--- config.mk ---
export PLATFORM = sky130hd
export DESIGN_NAME = tcw_ctrl
export DESIGN_NICKNAME = d
export VERILOG_FILES = /design/src/tcw_pkg.sv /design/src/tcw_ctrl.sv
export SDC_FILE = /design/constraint.sdc
export NUM_CORES = 1
export LEC_CHECK = 0
export BUFFER_PORTS_ARGS = -buffer_cell sky130_fd_sc_hd__buf_2
export CAP_MARGIN = 5
export CORE_MARGIN = 3
export CORE_UTILIZATION = 40
export CTS_CLUSTER_SIZE = 16
export DETAILED_ROUTE_END_ITERATION = 16
export GPL_TIMING_DRIVEN = 0
export SLEW_MARGIN = 20
export SYNTH_ARGS = -nofsm -noshare
export SYNTH_HDL_FRONTEND = slang
export SYNTH_SLANG_ARGS = --single-unit
--- constraint.sdc ---
create_clock -name clock -period 11.8 [get_ports clock]
set_clock_uncertainty 0.15 [all_clocks]
set_input_delay 2.36 -clock clock [delete_from_list [all_inputs] [get_ports clock]]
set_output_delay 2.36 -clock clock [all_outputs]
set_load 0.02 [all_outputs]
--- src/tcw_pkg.sv ---
`default_nettype none
// ----------------------------------------------------------------------------
// tcw_pkg
// Shared types and constants of the text console writer: op codes, control
// characters, register indexes, field widths and reset values.
// ----------------------------------------------------------------------------
package tcw_pkg;

   // default screen geometry
   localparam int COLUMNS_DEF = 80;
   localparam int ROWS_DEF    = 25;

   // field widths
   localparam int OP_W    = 2;
   localparam int CH_W    = 8;
   localparam int COLOR_W = 4;
   localparam int ATTR_W  = 8;
   localparam int IDX_W   = 11;
   localparam int WORD_W  = 16;
   localparam int COL_W   = 7;
   localparam int ROW_W   = 5;
   localparam int CSR_IDX_W  = 2;
   localparam int CSR_DATA_W = 8;

   // op codes
   localparam logic [OP_W-1:0] OP_PUT   = 2'd0;
   localparam logic [OP_W-1:0] OP_CLEAR = 2'd1;
   localparam logic [OP_W-1:0] OP_READ  = 2'd2;

   // control and blank characters
   localparam logic [CH_W-1:0] CH_BS    = 8'h08;
   localparam logic [CH_W-1:0] CH_LF    = 8'h0A;
   localparam logic [CH_W-1:0] CH_CR    = 8'h0D;
   localparam logic [CH_W-1:0] CH_SPACE = 8'h20;

   // last printable character
   localparam logic [CH_W-1:0] CH_PRINT_LAST = 8'h7F;

   // register indexes
   localparam logic [CSR_IDX_W-1:0] REG_DEFAULT_ATTR = 2'd0;
   localparam logic [CSR_IDX_W-1:0] REG_SCROLL_TOP   = 2'd1;

   // register reset values
   localparam logic [ATTR_W-1:0] DEFAULT_ATTR_RST = 8'h02;
   localparam logic [ROW_W-1:0]  SCROLL_TOP_RST   = 5'd8;

   // cell ram strobes
   typedef struct packed {
      logic wr_en;
      logic rd_en;
   } tcw_mem_cmd_type;

endpackage : tcw_pkg
`default_nettype wire

--- src/tcw_ctrl.sv ---
`default_nettype none
// ----------------------------------------------------------------------------
// tcw_ctrl
// Sequencer of the text console: cursor, registers, character decode, and
// the scroll and clear sweeps over the cell ram.
// ----------------------------------------------------------------------------
module tcw_ctrl #(
   parameter int COLUMNS = tcw_pkg::COLUMNS_DEF,
   parameter int ROWS    = tcw_pkg::ROWS_DEF
) (
   input  wire logic                              clock,
   input  wire logic                              reset,
   // command
   input  wire logic                              start,
   output logic                                   busy,
   input  wire logic [tcw_pkg::OP_W-1:0]          req_op,
   input  wire logic [tcw_pkg::CH_W-1:0]          req_ch,
   input  wire logic                              req_use_color,
   input  wire logic [tcw_pkg::COLOR_W-1:0]       req_bg_color,
   input  wire logic [tcw_pkg::COLOR_W-1:0]       req_fg_color,
   input  wire logic [tcw_pkg::IDX_W-1:0]         req_cell_index,
   // result
   output logic                                   rsp_valid,
   output logic      [tcw_pkg::IDX_W-1:0]         rsp_cursor_pos,
   output logic      [tcw_pkg::WORD_W-1:0]        rsp_read_data,
   // registers
   input  wire logic                              csr_we,
   input  wire logic [tcw_pkg::CSR_IDX_W-1:0]     csr_index,
   input  wire logic [tcw_pkg::CSR_DATA_W-1:0]    csr_wdata,
   // cell ram
   output tcw_pkg::tcw_mem_cmd_type               mem_cmd,
   output logic      [$clog2(COLUMNS*ROWS)-1:0]   mem_waddr,
   output logic      [tcw_pkg::WORD_W-1:0]        mem_wdata,
   output logic      [$clog2(COLUMNS*ROWS)-1:0]   mem_raddr,
   input  wire logic [tcw_pkg::WORD_W-1:0]        mem_rdata
);
   import tcw_pkg::*;

   localparam int CELLS = COLUMNS * ROWS;
   localparam int AW    = $clog2(CELLS);
   localparam int IW    = (AW > IDX_W) ? AW : IDX_W;
   localparam logic [AW-1:0] LAST_CELL     = AW'(CELLS - 1);
   localparam logic [AW-1:0] LAST_ROW_BASE = AW'((ROWS - 1) * COLUMNS);
   localparam logic [AW-1:0] COLUMNS_A     = AW'(COLUMNS);

   // sequencer states
   localparam logic [2:0] ST_IDLE   = 3'd0;
   localparam logic [2:0] ST_RDWAIT = 3'd1;
   localparam logic [2:0] ST_COPY   = 3'd2;
   localparam logic [2:0] ST_BLANK  = 3'd3;
   localparam logic [2:0] ST_FINISH = 3'd4;

   logic [2:0]        state_ff, state_in;
   logic [COL_W-1:0]  col_ff, col_in;
   logic [ROW_W-1:0]  row_ff, row_in;
   logic [AW-1:0]     cnt_ff, cnt_in;
   logic [ATTR_W-1:0] blank_attr_ff, blank_attr_in;
   logic              wr_valid_ff, wr_valid_in;
   logic [AW-1:0]     wr_addr_ff, wr_addr_in;
   logic              wr_ram_ff, wr_ram_in;
   logic              rsp_valid_ff, rsp_valid_in;
   logic [WORD_W-1:0] rsp_data_ff, rsp_data_in;
   logic [ATTR_W-1:0] default_attr_ff;
   logic [ROW_W-1:0]  scroll_top_ff;

   logic [COL_W-1:0]  p_col;
   logic [ROW_W-1:0]  p_row;
   logic              p_wr;
   logic              p_scroll;
   logic [ATTR_W-1:0] attr;
   logic [AW-1:0]     pos;
   logic [IW-1:0]     pos_ext;
   logic [IW-1:0]     idx_ext;
   logic              idx_ok;
   logic              copy_ok;
   logic [AW-1:0]     copy_start;

   // cursor location and read address
   assign pos     = AW'(AW'(row_ff) * COLUMNS_A + AW'(col_ff));
   assign pos_ext = IW'(pos);
   assign idx_ext = IW'(req_cell_index);
   assign idx_ok  = idx_ext < IW'(CELLS);

   // scroll region: rows from top+1 move up one row when top is above the last row
   assign copy_ok    = ({1'b0, scroll_top_ff} + 6'd1) < 6'(ROWS);
   assign copy_start = AW'(AW'({1'b0, scroll_top_ff} + 6'd1) * COLUMNS_A);

   assign attr = req_use_color ? {req_bg_color, req_fg_color} : default_attr_ff;

   // character decode, line wrap and scroll detect
   always_comb begin
      p_col    = col_ff;
      p_row    = row_ff;
      p_wr     = 1'b0;
      p_scroll = 1'b0;
      if (req_ch == CH_BS && col_ff != '0) begin
         p_col = col_ff - 7'd1;
      end else if (req_ch == CH_CR) begin
         p_col = '0;
      end else if (req_ch == CH_LF) begin
         p_col = '0;
         p_row = row_ff + 5'd1;
      end else if (!req_ch[7] && req_ch[6:5] != 2'b00) begin
         p_wr  = 1'b1;
         p_col = col_ff + 7'd1;
      end
      if (p_col >= COL_W'(COLUMNS)) begin
         p_col = '0;
         p_row = p_row + 5'd1;
      end
      if (p_row >= ROW_W'(ROWS)) begin
         p_scroll = 1'b1;
         p_row    = ROW_W'(ROWS - 1);
      end
   end

   // sequencer; copy writes trail their reads through the write stage, and a
   // copy write always lands a row and one word behind the next read, so
   // no read can see a stale word
   always_comb begin
      state_in      = state_ff;
      col_in        = col_ff;
      row_in        = row_ff;
      cnt_in        = cnt_ff;
      blank_attr_in = blank_attr_ff;
      wr_valid_in   = 1'b0;
      wr_addr_in    = wr_addr_ff;
      wr_ram_in     = wr_ram_ff;
      rsp_valid_in  = 1'b0;
      rsp_data_in   = rsp_data_ff;
      mem_cmd.wr_en = wr_valid_ff;
      mem_cmd.rd_en = 1'b0;
      mem_waddr     = wr_addr_ff;
      mem_wdata     = wr_ram_ff ? mem_rdata : {blank_attr_ff, CH_SPACE};
      mem_raddr     = cnt_ff;
      unique case (state_ff)
         ST_IDLE: begin
            if (start) begin
               rsp_data_in = '0;
               unique case (req_op)
                  OP_PUT: begin
                     col_in        = p_col;
                     row_in        = p_row;
                     mem_cmd.wr_en = p_wr;
                     mem_waddr     = pos;
                     mem_wdata     = {attr, req_ch};
                     blank_attr_in = attr;
                     if (p_scroll && copy_ok) begin
                        state_in = ST_COPY;
                        cnt_in   = copy_start;
                     end else if (p_scroll) begin
                        state_in = ST_BLANK;
                        cnt_in   = LAST_ROW_BASE;
                     end else begin
                        rsp_valid_in = 1'b1;
                     end
                  end
                  OP_CLEAR: begin
                     col_in        = '0;
                     row_in        = '0;
                     blank_attr_in = default_attr_ff;
                     cnt_in        = '0;
                     state_in      = ST_BLANK;
                  end
                  OP_READ: begin
                     if (idx_ok) begin
                        mem_cmd.rd_en = 1'b1;
                        mem_raddr     = idx_ext[AW-1:0];
                        state_in      = ST_RDWAIT;
                     end else begin
                        rsp_valid_in = 1'b1;
                     end
                  end
                  default: begin
                     rsp_valid_in = 1'b1;
                  end
               endcase
            end
         end
         ST_RDWAIT: begin
            rsp_data_in  = mem_rdata;
            rsp_valid_in = 1'b1;
            state_in     = ST_IDLE;
         end
         ST_COPY: begin
            mem_cmd.rd_en = 1'b1;
            wr_valid_in   = 1'b1;
            wr_addr_in    = cnt_ff - COLUMNS_A;
            wr_ram_in     = 1'b1;
            if (cnt_ff == LAST_CELL) begin
               state_in = ST_BLANK;
               cnt_in   = LAST_ROW_BASE;
            end else begin
               cnt_in = cnt_ff + AW'(1);
            end
         end
         ST_BLANK: begin
            wr_valid_in = 1'b1;
            wr_addr_in  = cnt_ff;
            wr_ram_in   = 1'b0;
            if (cnt_ff == LAST_CELL) begin
               state_in = ST_FINISH;
            end else begin
               cnt_in = cnt_ff + AW'(1);
            end
         end
         ST_FINISH: begin
            rsp_data_in  = '0;
            rsp_valid_in = 1'b1;
            state_in     = ST_IDLE;
         end
         default: begin
            state_in = ST_IDLE;
         end
      endcase
   end

   // control registers
   always_ff @(posedge clock) begin
      if (reset) begin
         state_ff     <= ST_IDLE;
         col_ff       <= '0;
         row_ff       <= '0;
         wr_valid_ff  <= 1'b0;
         rsp_valid_ff <= 1'b0;
      end else begin
         state_ff     <= state_in;
         col_ff       <= col_in;
         row_ff       <= row_in;
         wr_valid_ff  <= wr_valid_in;
         rsp_valid_ff <= rsp_valid_in;
      end
   end

   // payload registers
   always_ff @(posedge clock) begin
      cnt_ff        <= cnt_in;
      blank_attr_ff <= blank_attr_in;
      wr_addr_ff    <= wr_addr_in;
      wr_ram_ff     <= wr_ram_in;
      rsp_data_ff   <= rsp_data_in;
   end

   // configuration registers
   always_ff @(posedge clock) begin
      if (reset) begin
         default_attr_ff <= DEFAULT_ATTR_RST;
         scroll_top_ff   <= SCROLL_TOP_RST;
      end else if (csr_we) begin
         unique case (csr_index)
            REG_DEFAULT_ATTR: default_attr_ff <= csr_wdata;
            REG_SCROLL_TOP:   scroll_top_ff   <= csr_wdata[ROW_W-1:0];
            default: begin
            end
         endcase
      end
   end

   // outputs
   assign busy           = state_ff != ST_IDLE;
   assign rsp_valid      = rsp_valid_ff;
   assign rsp_read_data  = rsp_data_ff;
   assign rsp_cursor_pos = pos_ext[IDX_W-1:0];

   // cursor stays on the screen
   a_cursor_in_range: assert property (@(posedge clock) disable iff (reset)
      (col_ff < COL_W'(COLUMNS)) && (row_ff < ROW_W'(ROWS)))
      else $error("cursor off the screen");

   // the write stage is drained before the sequencer returns to idle
   a_stage_drained: assert property (@(posedge clock) disable iff (reset)
      wr_valid_ff |-> state_ff != ST_IDLE)
      else $error("write stage busy in idle");

   // copy read runs exactly one row and one word ahead of its write
   a_copy_spacing: assert property (@(posedge clock) disable iff (reset)
      (state_ff == ST_COPY && wr_valid_ff) |->
         cnt_ff == AW'(wr_addr_ff + COLUMNS_A + AW'(1)))
      else $error("copy read and write out of step");

   // a sweep always ends in a result
   a_finish_responds: assert property (@(posedge clock) disable iff (reset)
      state_ff == ST_FINISH |=> rsp_valid)
      else $error("sweep ended without a result");

   // a read leaves its wait state with a result and a return to idle
   a_read_wait: assert property (@(posedge clock) disable iff (reset)
      state_ff == ST_RDWAIT |=> (rsp_valid && state_ff == ST_IDLE))
      else $error("read result missing");

endmodule : tcw_ctrl
`default_nettype wire

### Yosys cells after proc, flatten, opt, wreduce, memory -nomap -nowiden

Index checks and enable logic that the tools add are counted.

* add/sub/neg operators: 9
* multiply operators: 2
* order comparisons: 4
* eq/ne operators: 19
* mux-type cells: 62
* reduce and logical (&&, ||, !) cells: 22

Operators with widths (number)
* 11-bit two-way mux: 12
* 16-bit two-way mux: 5
* 16-bit case mux with 3 select lines: 1
* 11-bit case mux with 2 select lines: 2
* 7-bit two-way mux: 5
* 11-bit case mux with 3 select lines: 1
* 5-bit two-way mux: 5
* 8-bit by 4-bit equality test with 1-bit output (second input constant): 3
* 3-bit two-way mux: 6
* 3-bit case mux with 3 select lines: 2
* 8-bit case mux with 2 select lines: 1
* 1-bit two-way mux: 14
* 7-bit case mux with 2 select lines: 1
* 5-bit by 1-bit adder with 6-bit output (second input constant): 2
* 11-bit by 1-bit adder with 11-bit output (second input constant): 1
* 11-bit by 7-bit adder with 11-bit output: 1
* 11-bit equality test (second input constant): 1
* 11-bit less-than comparator (second input constant): 1
* 11-bit by 7-bit subtractor with 11-bit output (second input constant): 1
* 5-bit by 1-bit adder with 5-bit output (second input constant): 2
* 5-bit case mux with 2 select lines: 1
* 3-bit nonzero test: 3
* 8-bit two-way mux: 1
* 2-bit != test (second input constant): 4
* other kinds (30): 42

* flip-flop bits (word level): 77
* output and inout bits: 69

### Depth between registers and ports, before layout

* depth in word-level cells: 15
* mapped depth: 14
* depth with buffers taken out: 12

### Worst setup path before layout

OpenSTA, ideal clock, no wires.

* kind: input -> output
* start point: in req_op[0] in the netlist's numbering
* end point: out mem_waddr[8]
* arrival time: 3.861 ns
* required time: 9.290 ns
* setup slack: 5.429 ns
* stages on the path: 8
* cells stage by stage: inv_1 -> ha_1 -> inv_1 -> nor3_1 -> clkbuf_1 -> clkbuf_1 -> nor2_1 -> nor2_1

* longest elaborated chain between the ends: 4

Ends and longest elaborated chain
* from (decl): line tcw_ctrl.sv:16 `input wire logic [tcw_pkg::OP_W-1:0] req_op,`
* 2-bit logical NOT: line tcw_ctrl.sv:140 `unique case (req_op)`
* 11-bit two-way mux: line tcw_ctrl.sv:140
* 11-bit two-way mux: line tcw_ctrl.sv:138 `if (start) begin`
* 11-bit two-way mux: line tcw_ctrl.sv:136 `unique case (state_ff)`
* to (decl): line tcw_ctrl.sv:32 `output logic [$clog2(COLUMNS*ROWS)-1:0] mem_waddr,`

Every way passes these cells.

### Final worst setup path

* start point: in req_op[0] in the netlist's numbering
* end point: out mem_wdata[6] in the netlist's numbering

* longest elaborated chain between the ends: 4

Ends and longest elaborated chain
* 2-bit logical NOT: line tcw_ctrl.sv:140
* 16-bit two-way mux: line tcw_ctrl.sv:140
* 16-bit two-way mux: line tcw_ctrl.sv:138
* 16-bit two-way mux: line tcw_ctrl.sv:136
* to (decl): line tcw_ctrl.sv:33 `output logic [tcw_pkg::WORD_W-1:0] mem_wdata,`

Every way passes these cells.

==> summary.md <==
| Metric | Value |
|---|---|
| Max Buffers Root-to-Sink | `2` |
| Post-synth cell types | `between 70 and 80` |
| Cell count after synthesis | `slightly above 600` |
| Vias | `~5,000` |
| Placed inst area | `approximately 6500 um2` |
| Clock power frac | `0.351` |
| Cell Pwr Density | `123 nW/um2` |
| Clock Latency Late Sink | `between 0.3 and 0.4 ns` |
| Die width | `~120 um` |
| Setup TNS | `0 ns` |
| Drt wl/cell | `16.8 um` |
| Worst Max-Slew Pin Slew | `around 0.86 ns` |
| Drt first pass iters | `5` |
| Met3 GRT Util | `0.0368` |
| Tmin final | `roughly 7.1 ns` |
| Final Hold Viols | `0` |
| Crit Path Class | `input pin to output port` |
| Area growth syn-to-layout | `21.8%` |
| Psw | `0.261 mW` |
| Leakage power | `2.95 nW` |
| Initial antenna violation count | `0` |
| Initial Utilization | `0.414` |
| Cts bufs inserted | `9` |
| DIE AREA | `15,400 um2` |
| Net Count, Synth | `701` |
| Cts hold-fix bufs | `0` |
| VDD IR max | `63.6 uV` |
| Std cell rows | `42` |
| Clk sink count | `77` |
| Main area contributors after synthesis | `edfxtp_1 25%, dfxtp_1 11%, ha_1 6.3%, mux2_2 4.7%, nand2_1 4.4%` |
| Post-CTS setup buffers | `0` |
| Ant. Diodes | `0` |
| Slew Limit Fails | `0` |
| R2R depth | `11` |
| Peak Freq | `141 MHz` |
| Syn Std Cell Area | `5570 um2` |
| Congestion Overflow GR | `0` |
| Status | `finished clean` |
| Antenna Nets Post-Route | `0` |
| Number of synthesized register bits | `77` |
| Comb power frac | `0.245` |
| First-pass GRT wire length | `24,600 um` |
| Net count, final | `841` |
| Post-synth EDFFs | `47` |
| Critical Path RT | `9.29 ns` |
| Final Instance Area | `6780 um2` |
| Tcrit/Tclk final | `0.602` |
| Seq pwr share | `0.404` |
| FF/Latch Area | `2010 um2` |
| Vias per cell | `5.51` |
| GR Util met2 | `0.350` |
| Met1 usage | `0.269` |
| Setup violators final | `0` |
| Clock slew at reported path FFs | `~0.06 ns` |
| Sequential element share of the synthesized area | `0.361` |
| Crit-path max FO | `10` |
| Setup crit start kind | `input pin` |
| Initial drt markers | `354` |
| Max cap viols | `0` |
| Gpl congestion | `0.897` |
| Post-synth top area share | `0.253` |
| Layout cell share with drive strength beyond 1 | `0.260` |
| H-Tree Depth | `3` |
| Setup slack, reg-to-reg | `7.88 ns` |
| Port bufs | `127` |
| CTS tree | `yes` |
| FFs w/ async S/R, synth | `0` |
| DP HPWL | `12,200 um` |
| Power, Total | `0.836 mW` |
| Die height | `124 um` |
| I/O pin cnt | `129` |
| CTS Root Cell | `clkbuf_16` |
| Most heavily used metal layer in global routing | `met2` |
| Synth Flop Type | `edfxtp_1` |
| Mean Syn Cell Area | `9.13 um2` |
| # resized after CTS | `0` |
| Drc violations | `0` |
| Internal | `around 0.57 mW` |
| RSZ-0062 raised after global routing | `no` |
| Biggest area consumer among synthesized cells | `edfxtp_1` |
| Crit path capture type | `output port` |
| CP arrival | `between 4 and 5 ns` |
| # fillers | `1,321` |
| Slew headroom | `0.428` |
| GR Util All Layers | `0.206` |
| Synth warn | `0` |
| Core ar. | `between 10,000 and 15,000 um2` |
| Vias in the first global route | `4,845` |
| Final Routed Wirelength | `15,600 um` |
| Largest net degree at the start of global routing | `21` |
| Hold Crit Class | `register to register` |
| Multi-input logic area | `3330 um2` |
| Hold depth | `2` |
| Switching share of power | `0.313` |
[final timing paths]
check,startpoint,to
setup / recovery,req_op[0],mem_wdata[6]
hold / removal,default_attr_ff[2]$_SDFFE_PP0P_,default_attr_ff[2]$_SDFFE_PP0P_
setup reg to reg,row_ff[0]$_SDFFE_PP0P_,cnt_ff[3]$_DFFE_PP_
hold reg to reg,default_attr_ff[2]$_SDFFE_PP0P_,default_attr_ff[2]$_SDFFE_PP0P_
[synth_stat cells, drive strengths merged, types with 2 or more instances]
cell type  count
o31a           2
dfxtp         30
nor2          55
xor2          16
nand3         12
a21o           4
fa             3
o21a           4
a31oi          5
o41ai          2
ha            28
nor3          16
o21ai         24
and2          23
a211o          2
o32ai          5
mux2i         23
and3           5
a311oi         2
xnor2         24
o221ai         2
buf           11
edfxtp        47
or4            3
o22ai          2
o311a          3
nor2b         13
or2            4
a21oi         34
o31ai          6
or4b           3
a211oi         9
nand2b         3
nand3b         2
a22oi          6
nor4           5
nand2         65
or3b           2
nor3b          4
clkbuf        25
o211ai         3
or3            6
nand4          7
mux2          23
inv           23
[cell families (layout without fill, tap and decap cells)]
| family | count (synthesis) | in the layout | share of synthesized area |
|---|---|---|---|
| flip-flops | 77 | 77 | 0.361 |
| multiplexers | 46 | 46 | 0.0878 |
| buffers and inverters | 60 | 205 | 0.0447 |
| AND/OR/NAND/NOR | 230 | 230 | 0.211 |
| AO/OA/AOI/OAI | 126 | 126 | 0.158 |
| XOR/XNOR | 40 | 40 | 0.0629 |
| adder cells (fa/ha/maj) | 31 | 31 | 0.0737 |
[metrics by stage]
| step | hold slack [ns] | util | worst slack (ns) | cells |
|---|---|---|---|---|
| floorplan | 0.314 | - | 5.43 | 610 |
| global placement | 0.363 | 0.478 | 4.75 | 913 |
| detailed placement | 0.375 | 0.480 | 4.69 | 915 |
| CTS | 0.394 | 0.504 | 4.68 | 931 |
| global route | 0.406 | 0.504 | 4.48 | 931 |
| finish | 0.387 | 0.504 | 4.69 | 931 |
[sequential cells by signal, indices dropped and copies added (netlist names), 5 cells and up]
name,cells
row_ff,5
col_ff,7
blank_attr_ff,8
rsp_read_data,16
scroll_top_ff,5
cnt_ff,11
wr_addr_ff,11
default_attr_ff,8
[cells in the final DEF (no fill, tap or decap), drive strengths merged, types with 4 or more instances in the layout]
master  synthesis  routed
a31oi           5       5
nor3           16      16
a211oi          9       9
a21o            4       4
inv            23      24
mux2i          23      23
and3            5       5
dfxtp          30      30
nand4           7       7
ha             28      28
nor3b           4       4
nor4            5       5
clkbuf         25      36
o21ai          24      24
nand2          65      65
and2           23      23
buf            11     140
a21oi          34      34
edfxtp         47      47
xor2           16      16
o31ai           6       6
or2             4       4
a22oi           6       6
nand3          12      12
o32ai           5       5
nor2           55      55
or3             6       6
mux2           23      23
nor2b          13      13
xnor2          24      24
clkinv          1       4
o21a            4       4
[worst max-delay path, cell delays in order]
cell	delay, ns
buf_2	0.12
inv_1	0.07
ha_1	0.24
inv_1	0.09
nor3_1	0.31
clkbuf_1	0.47
clkbuf_1	0.47
nand2_1	0.12
o21ai_0	0.13
buf_2	0.21
[power by group through the flow]
stage | Combinational, mW | Clock (mW) | Sequential (mW)
3_5_place_dp | 0.204 | 0 | 0.344
4_1_cts | 0.205 | 0.299 | 0.338
6_report | 0.204 | 0.294 | 0.338
5_1_grt | 0.224 | 0.310 | 0.341
2_1_floorplan | 0.126 | 0 | 0.346
3_3_place_gp | 0.198 | 0 | 0.344
[layout make-up]
class                   instances  share of cell area
multi-input cells             473               0.490
inverters                      24              0.0133
clock inverters                 5             0.00996
flip-flops and latches         77               0.297
clock buffers                  11              0.0373
well taps                     176              0.0325
plain buffers                  36              0.0234
repair buffers                129              0.0965
[routing by layer]
| metal | up-vias | part of all wire | routed length [um] |
|---|---|---|---|
| met1 | 2432 | 0.43 | 6780 |
| met5 | - | 0 | 0 |
| li1 | 2491 | - | - |
| met3 | 23 | 0.060 | 942 |
| met4 | 0 | 0.016 | 242 |
| met2 | 181 | 0.49 | 7630 |
No activity file was read; power rests on OpenSTA's default activity.
